==> src/nprl_ram.sv <==
// Generic single-write, single-read memory with registered read data.
// Used for the per-family neighbor caches. No dependencies.
module nprl_ram #(
    parameter int WIDTH = 128,
    parameter int DEPTH = 16,
    parameter int AW = (DEPTH > 1) ? $clog2(DEPTH) : 1
) (
    input  logic             i_clk,
    input  logic             i_we,
    input  logic [AW-1:0]    i_waddr,
    input  logic [WIDTH-1:0] i_wdata,
    input  logic [AW-1:0]    i_raddr,
    output logic [WIDTH-1:0] o_rdata
);

    logic [WIDTH-1:0] r_mem [DEPTH];
    logic [WIDTH-1:0] r_rdata;

    always_ff @(posedge i_clk) begin
        if (i_we) begin
            r_mem[i_waddr] <= i_wdata;
        end
        r_rdata <= r_mem[i_raddr];
    end

    assign o_rdata = r_rdata;

endmodule

==> config.mk <==
export PLATFORM = sky130hd
export DESIGN_NAME = nprl_ram
export DESIGN_NICKNAME = d
export VERILOG_FILES = /design/src/nprl_ram.sv
export SDC_FILE = /design/constraint.sdc
export NUM_CORES = 1
export LEC_CHECK = 0
export BUFFER_PORTS_ARGS = -buffer_cell sky130_fd_sc_hd__buf_2
export CAP_MARGIN = 0
export CORE_MARGIN = 2
export CORE_UTILIZATION = 39
export CTS_BUF_LIST = sky130_fd_sc_hd__clkbuf_8
export DETAILED_ROUTE_END_ITERATION = 10
export PLACE_DENSITY = 0.6
export SYNTH_ARGS = -nofsm -noshare
export SYNTH_HDL_FRONTEND = slang
export SYNTH_SLANG_ARGS = --single-unit
==> constraint.sdc <==
create_clock -name i_clk -period 11.8 [get_ports i_clk]
set_clock_uncertainty 0.2 [all_clocks]
set_input_delay 1.18 -clock i_clk [delete_from_list [all_inputs] [get_ports i_clk]]
set_output_delay 1.18 -clock i_clk [all_outputs]
set_load 0.02 [all_outputs]
==> qor.txt <==
Worst R2R Start -> r_mem[6][7]
Post-CTS Hold Buffers -> 0
Post-DRT Antenna Nets -> 0
Tmin final -> 3950 ps
CP Capture Type -> flip-flop
setup_tns -> 0 ps
Max-Cap Viols -> 0
Psw -> 3.43 mW
top cell type's share of synthesized area -> 0.774
Starting Density -> 0.393
Seq/Total Area, Yosys -> 0.806
clock sinks -> 2,176
FP Rows -> 165
Final nets -> 4,005
Worst-Margin Slew -> 1130 ps
final setup vio count -> 0
Worst Path Arrival -> 4350 ps
Die ar. -> 0.207 mm²
final instance area -> 0.0907 mm²
Worst EP required -> 12,200 ps
TritonCTS Buffers -> 359
Lkg Pwr -> 29.4 nW
Post-Syn Area per Cell -> 23.7 µm²
largest stage delay on the critical path -> 870 ps
first-pass GRT wire length -> 271,000 µm
layout cells sized above 1 -> 0.321
mean routed wirelength per cell -> 27.8 µm
Final Cycle Share -> 0.335
clock root buffer -> clkbuf_8
Hold Violations, Final -> 0
storage element area -> 0.0641 mm²
clock network power share -> 0.388
Routed Wire Length -> 190,000 µm
Yosys cell types -> 25
Area contributors post-synth -> edfxtp_1 (77%), mux4_2 (14%), dfxtp_1 (3.2%)
CP Max Fanout -> 45
Sw Share -> 0.221
Vias -> 36,800
Comb power frac -> 0.052
number of synthesized register bits -> 2,176
worst path bufs/invs -> 3
Top-Level Pins -> 266
post-synth net total -> 3,495
clk buf depth -> 4
DRC viols -> 0
Slew headroom -> 0.245
gpl congestion -> 0.705
Critical Path Sink -> r_mem[1][111]
DP Wirelength -> 88,400 µm
average via count per standard cell -> 5.39
Setup crit start kind -> primary input
cell taking the most area after synthesis -> edfxtp_1
FMAX -> 253 MHz
post-synthesis instance area -> 0.0794 mm²
Power Density -> 171 mW/mm²
Initial DRC Count -> 3,033
crit path kind -> in2reg
crit path max-delay cell type -> nor2_4
Cells after Synth -> 3,357
Post-CTS Setup Inserts -> 0
RSZ-0062 raised after global routing -> no
Die Ht -> 455 µm
cell depth of the worst setup path -> 5
Area growth, synth to finish -> 14.2%
worst-case reg-to-reg path depth -> 3
Worst R2R Setup Slack -> 10,020 ps
DR pass1 iterations -> 5
reg2reg end -> o_rdata[7]
vias in the first global route -> 38,700
Worst-path clk slew -> 60 ps
CTS tree -> built
Post-DP Area -> 0.0841 mm²
H-tree depth -> 5
Post-CTS Resized -> 0
synth warn -> 0
critical path cell sequence -> buf_2, or3b_2, nor2_4, buf_4, buf_4
largest net degree at the start of global routing -> 114
die width -> 455 µm
fill count -> 17,100
clk_lat worst skew -> 1030 ps
sequential share of power -> 0.560
most used cell, CP -> buf_4
total track usage -> 0.182
gr ovfl total -> 0
origin of the worst setup path -> i_waddr[2]
initial antenna violation count -> 63
input/output buffers -> 265
Peak VDD IR -> 73.1 µV
Core Footprint -> 0.202 mm²
HP Class -> in2reg
Multi-input gate area -> 0.0147 mm²
outcome -> completed
Slew Viols, Final -> 0
cell internal pwr -> 12.1 mW
Worst path top cell family by delay -> buffers and inverters
[worst min-delay path by stage]
stage                              from       endpoint  slack (ps)  cells after the start
after global routing       i_wdata[100]  r_mem[8][100]         250                      1
final                       i_wdata[61]   r_mem[5][61]         310                      1
after global placement    r_mem[14][15]    o_rdata[15]         450                      3
after floorplan            r_mem[14][0]     o_rdata[0]         430                      3
after detailed placement  r_mem[15][53]    o_rdata[53]         460                      3
after CTS                  i_wdata[100]  r_mem[8][100]         200                      1
[Yosys cell counts]
| cell type | number |
|---|---|
| and2_1 | 3 |
| edfxtp_1 | 2048 |
| mux4_2 | 477 |
| or2_2 | 1 |
| dfxtp_1 | 128 |
| nor2_1 | 15 |
| buf_4 | 12 |
| a221oi_1 | 12 |
| o22a_1 | 6 |
| or3b_2 | 1 |
| o21ai_0 | 17 |
| nor2b_1 | 29 |
| buf_2 | 86 |
| mux2_2 | 64 |
| nand3_1 | 1 |
| nand2b_1 | 16 |
| buf_1 | 7 |
| nor3_1 | 4 |
| mux2i_1 | 24 |
| clkbuf_1 | 65 |
| nand2_1 | 95 |
| a22oi_1 | 215 |
| nand3b_1 | 2 |
| buf_6 | 6 |
| o221ai_1 | 23 |
[registers in the layout (all words and copies together) (netlist names)]
register	count
r_mem	2048
o_rdata	128
[kinds of logic (layout without fill, tap and decap cells)]
kind of cell / after synthesis / in the layout / share of synthesized area
AOI/OAI and AO/OA: 273 / 273 / 0.0259
buffers and inverters: 176 / 957 / 0.0108
DFF: 2176 / 2176 / 0.806
muxes: 565 / 565 / 0.147
other: 0 / 17 / 0
and+or+nand+nor: 167 / 167 / 0.00967
[cell usage in the layout (no fill, tap or decap), drive strengths merged, types with 5 or more instances in the layout]
cell type	instances
edfxtp	2048
mux4	477
clkbuf	397
buf	325
a22oi	215
inv	133
dfxtp	128
nand2	95
clkinv	91
mux2	64
nor2b	29
mux2i	24
o221ai	23
diode	17
o21ai	17
nand2b	16
nor2	15
a221oi	12
o22a	6
clkinvlp	6
bufinv	5
[stage by stage]
step | util | cells | setup slack [ps] | hold slack (ps) | power, mW
after floorplan | - | 3357 | 493 | 435 | 9.34
after global placement | 0.416 | 6178 | 6790 | 451 | 9.68
after detailed placement | 0.416 | 6178 | 6720 | 457 | 9.70
after CTS | 0.448 | 6810 | 7830 | 198 | 15.7
after global routing | 0.448 | 6824 | 7750 | 245 | 16.1
final | 0.448 | 6827 | 7850 | 305 | 15.6
[per-layer routing]
metal,part of all wire,global-route usage,up-vias,wire (µm)
met5,0.0012,0,-,219
met4,0.027,0.0576,40,5140
met2,0.49,0.295,1239,93400
met1,0.42,0.244,19800,79200
met3,0.063,0.0414,352,11900
li1,-,-,15400,-
[power groups by stage]
stage	logic (mW)	clock network, mW	registers, mW
global route	0.873	6.53	8.71
floorplan	0.415	0	8.92
global placement	0.817	0	8.86
finish	0.809	6.04	8.70
CTS	0.828	6.21	8.71
detailed placement	0.827	0	8.87
[final cells by class]
cell class / count / share of cell area
flip-flops and latches: 2176 / 0.706
diodes: 17 / 0.000469
clock buffers: 397 / 0.0602
clock inverters: 235 / 0.0119
repair buffers: 325 / 0.0225
well taps: 2672 / 0.0369
multi-input cells: 1005 / 0.162
Note: power is estimated with default switching activity, not from simulation.
