<file path="config.mk">
export PLATFORM = sky130hd
export DESIGN_NAME = nprl_cmp
export DESIGN_NICKNAME = d
export VERILOG_FILES = /design/src/nprl_pkg.sv /design/src/nprl_cmp.sv
export SDC_FILE = /design/constraint.sdc
export NUM_CORES = 1
export LEC_CHECK = 0
export BUFFER_PORTS_ARGS = -buffer_cell sky130_fd_sc_hd__buf_2
export CAP_MARGIN = 25
export CORE_AREA = 2 2 185 187
export DETAILED_ROUTE_END_ITERATION = 6
export DIE_AREA = 0 0 187 189
export MAX_ROUTING_LAYER = met4
export PLACE_DENSITY_LB_ADDON = 0.1
export SYNTH_ARGS = -nofsm -noshare
export SYNTH_HDL_FRONTEND = slang
export SYNTH_SLANG_ARGS = --single-unit
</file>
<file path="constraint.sdc">
create_clock -name vclk -period 6.66
set_input_delay 0.666 -clock vclk [all_inputs]
set_output_delay 0.666 -clock vclk [all_outputs]
set_load 0.05 [all_outputs]
</file>
<file path="src/nprl_pkg.sv">
// Package for the neighbor probe rate limiter.
// Holds cache sizes, entry layouts, the scan state type and register codes.
// No dependencies.
package nprl_pkg;

    localparam int V4_ENTRIES = 16;
    localparam int V6_ENTRIES = 16;
    localparam int V4_AW = (V4_ENTRIES > 1) ? $clog2(V4_ENTRIES) : 1;
    localparam int V6_AW = (V6_ENTRIES > 1) ? $clog2(V6_ENTRIES) : 1;
    localparam int IDX_W = (V4_AW > V6_AW) ? V4_AW : V6_AW;
    localparam logic [IDX_W-1:0] V4_LAST = IDX_W'(V4_ENTRIES - 1);
    localparam logic [IDX_W-1:0] V6_LAST = IDX_W'(V6_ENTRIES - 1);

    localparam logic [31:0] COOL_RESET = 32'd1000;

    localparam int CFG_IDX_W = 1;
    localparam logic [CFG_IDX_W-1:0] CFG_V4_COOL = 1'b0;
    localparam logic [CFG_IDX_W-1:0] CFG_V6_COOL = 1'b1;

    typedef struct packed {
        logic [31:0] addr;
        logic [31:0] port;
        logic [63:0] stamp;
    } t_v4_word;

    typedef struct packed {
        logic [63:0] addr_hi;
        logic [63:0] addr_lo;
        logic [31:0] port;
        logic [63:0] stamp;
    } t_v6_word;

    typedef struct packed {
        logic [63:0] addr_hi;
        logic [63:0] addr_lo;
        logic [31:0] port;
        logic [63:0] stamp;
    } t_entry;

    typedef struct packed {
        logic hit;
        logic cooling;
    } t_verdict;

    typedef enum logic [1:0] {
        S_IDLE,
        S_SCAN,
        S_WRITE
    } t_state;

endpackage

</file>
<file path="src/nprl_cmp.sv">
// Shared compare unit: matches one cache entry against the request key and
// checks the cooldown window with a 64-bit modular difference. Uses nprl_pkg.
module nprl_cmp
    import nprl_pkg::*;
(
    input  t_entry      i_entry,
    input  t_entry      i_key,
    input  logic [31:0] i_cooldown,
    output t_verdict    o_verdict
);

    logic [63:0] elapsed;

    assign elapsed = i_key.stamp - i_entry.stamp;

    always_comb begin
        o_verdict.hit = (i_entry.addr_hi == i_key.addr_hi)
                      && (i_entry.addr_lo == i_key.addr_lo)
                      && (i_entry.port == i_key.port);
        o_verdict.cooling = (elapsed < {32'd0, i_cooldown});
    end

endmodule

</file>
==> flow_summary_export.csv <==
group,metric,value,unit
status,run_status,"finished clean",
cells_and_area,drive_above_1_share,37.3,%
cells_and_area,multi_input_area,0.00652,mm2
placement,detailed_place_hpwl,35.9,mm
drt,avgRoutedWirePerCell,19.5,um
drt,dr_total_vias,9296,
run,max_cap_viols,0,
die,fp.coreArea,0.0333,mm2
drt,ant_nets,0,
synth,ys_seq_area_share,0,%
placement,gp_congestion,0.884,
worst_setup_path,maximum_single_stage_delay_on_the_critical_path,450,ps
power,part_of_the_power_in_combinational_logic,100.0,%
placement,portBuffers,482,
sta,fmaxAchievable,155,MHz
worst_setup_path,setup.worst_path.class,"in2out",
sta,slew_violations,0,
worst_setup_path,endpoint_kind,"output pin",
power,irDropWorstVdd,0.0000216,V
cells_and_area,most_common_cell_after_layout_fill_and_taps_aside,"sky130_fd_sc_hd__buf_2",
die,starting_density_of_the_core,21.2,%
sta,minimum_clock_period,6460,ps
sta,setup_viol_count_final,0,
synth,synth.top_cells.by_area,"sky130_fd_sc_hd__xnor2_1 (20%), sky130_fd_sc_hd__ha_1 (17%), sky130_fd_sc_hd__a21oi_1 (6.5%)",
worst_setup_path,critical_path_required,5990,ps
cells_and_area,layout.clock_buffers,0,
power,power.share.sequential,0,%
hold_path,worst_hold_path_type,"in2out",
drt,met3RoutedLength,2.30,mm
die,rows,67,
synth,post_synth_inst_count,1035,
die,chipWidth,187,um
power,power.total,0.906,mW
worst_setup_path,cp_num_buf_inv,4,
worst_setup_path,crit_path_max_fanout,2,
drt,drt_iter0_drc,461,
synth,post_synth_top_area_cell,"sky130_fd_sc_hd__xnor2_1",
power,power_density,88.4,mW/mm2
power,static_leakage_power,5.02,nW
power,power_report.internal_total,0.420,mW
global_route,first_global_vias,9652,
worst_setup_path,timing.critical_path.max_delay_family,"compound AO/OA/AOI/OAI gates",
cells_and_area,sequential_cell_total,0,
global_route,track_usage,21.2,%
synth,post_synth_num_cell_types,84,
power,clockPowerShare,0,%
sta,rsz_0062_raised_after_global_routing,"true",
worst_setup_path,crit_slowest_cell,"sky130_fd_sc_hd__or4_4",
sta,period_share,97.0,%
global_route,antenna_violations_before_repair,14,
cells_and_area,most-common-layout-cells,"sky130_fd_sc_hd__buf_2 (480), sky130_fd_sc_hd__xnor2_1 (165), sky130_fd_sc_hd__inv_1 (115)",
synth,synth.yosys.warnings,0,
drt,wl,38.5,mm
drt,post-route-drc-count,0,
sta,worstMarginPinSlew,585,ps
sta,timing_hold_violations_final,0,
drt,drt_pre_antenna_iters,5,
cells_and_area,seqCellArea,0,um2
drt,highest_layer,"met4",
cells_and_area,areaGrowthSynthToFinish,45.1,%
die,ios,482,
sta,timing.max_slew.rel_slack,60.7,%
die,die-height,189,um
cells_and_area,fin_nets,2096,
die,die_area,0.0353,mm2
cells_and_area,filler_cell_count,3893,
synth,share_of_yosys_cell_area_claimed_by_the_top_area_cell_type,20.5,%
worst_setup_path,arrival,5790,ps
cells_and_area,layout.cells.non_filler,1976,
power,switching_power,0.486,mW
drt,routed-wl-met2,20.7,mm
drt,detailed_route_vias_per_instance,4.70,
synth,synth.cell_area,0.00706,mm2
drt,met1Wirelength,14.7,mm
power,switching_share,53.6,%
global_route,globalRouteOverflowTotal,0,
global_route,grt_start_max_net_pins,12,
worst_setup_path,timing.critical_path.from_type,"input pin",
placement,dp_cells,1964,
global_route,grt_pass1_wl,55.8,mm
synth,synth_fp_nets,1610,
synth,post_syn_area_per_cell,6.83,um2
-- power by group through the flow --
stage / clock network (mW) / registers [mW] / logic [mW]
after global routing: 0.000000181 / 0 / 1.01
after detailed placement: 0 / 0 / 0.890
after floorplan: 0 / 0 / 0.535
after CTS: 0 / 0 / 0.899
after global placement: 0 / 0 / 0.890
final: 0.000000182 / 0 / 0.906
-- kinds of logic after synthesis --
| kind of cell | after synthesis | synth area share, % |
|---|---|---|
| and+or+nand+nor | 303 | 22.2 |
| buffers and inverters | 151 | 9.03 |
| xor gates and xnor gates | 196 | 24.3 |
| muxes | 5 | 0.762 |
| adders and majority gates | 95 | 16.9 |
| AOI/OAI and AO/OA | 285 | 26.7 |
-- cells in the mapped netlist (all sizes together), types with 7 or more instances --
cell	count
a211oi	11
a21o	28
a21oi	93
a31oi	10
buf	20
clkbuf	14
ha	94
inv	117
nand2	85
nand3	15
nand4	72
nor2	55
nor3	15
nor4	22
o211ai	11
o21a	15
o21ai	55
o21bai	7
o31ai	7
or3	7
xnor2	165
xor2	31
-- final cells by class --
class | instances | area share, %
Multi-Input combinational cell | 884 | 63.6
Inverter | 117 | 4.31
Timing Repair Buffer | 518 | 26.4
Antenna cell | 9 | 0.220
Tap cell | 448 | 5.47
-- routing by layer --
layer  GRT usage [%]  vias to the layer above
li1                -                     4701
met1            21.4                     4173
met2            41.8                      386
met3            3.58                       36
met4            5.49                        0
met5               -                        -
-- worst paths after layout --
| kind | start | to | slack, ps | cells past startpoint |
|---|---|---|---|---|
| setup / recovery | i_key[0] | o_verdict[0] | 200 | 29 |
| hold / removal | i_key[79] | o_verdict[1] | 1800 | 5 |
-- stage by stage --
step / worst slack, ps / hold WS (ps) / instance area (um2) / util [%] / TNS, ps
2_1_floorplan: 164 / 1620 / 7070 / - / 0
3_3_place_gp: -325 / 1810 / 10100 / 30.4 / -325
3_5_place_dp: -406 / 1810 / 10100 / 30.4 / -406
4_1_cts: 30.2 / 1810 / 10100 / 30.4 / 0
5_1_grt: -104 / 1830 / 10300 / 30.8 / -104
6_report: 201 / 1800 / 10300 / 30.8 / 0
-- repair_timing --
action                                 4_1_cts  5_1_grt
endpoints found under the hold margin        0        0
setup endpoints to repair                    1        1
pin swaps                                    5       23
buffers inserted                             0        3
resized for setup                            5       22
hold buffers                                 0        0
Power figures use the tool's default switching activity.
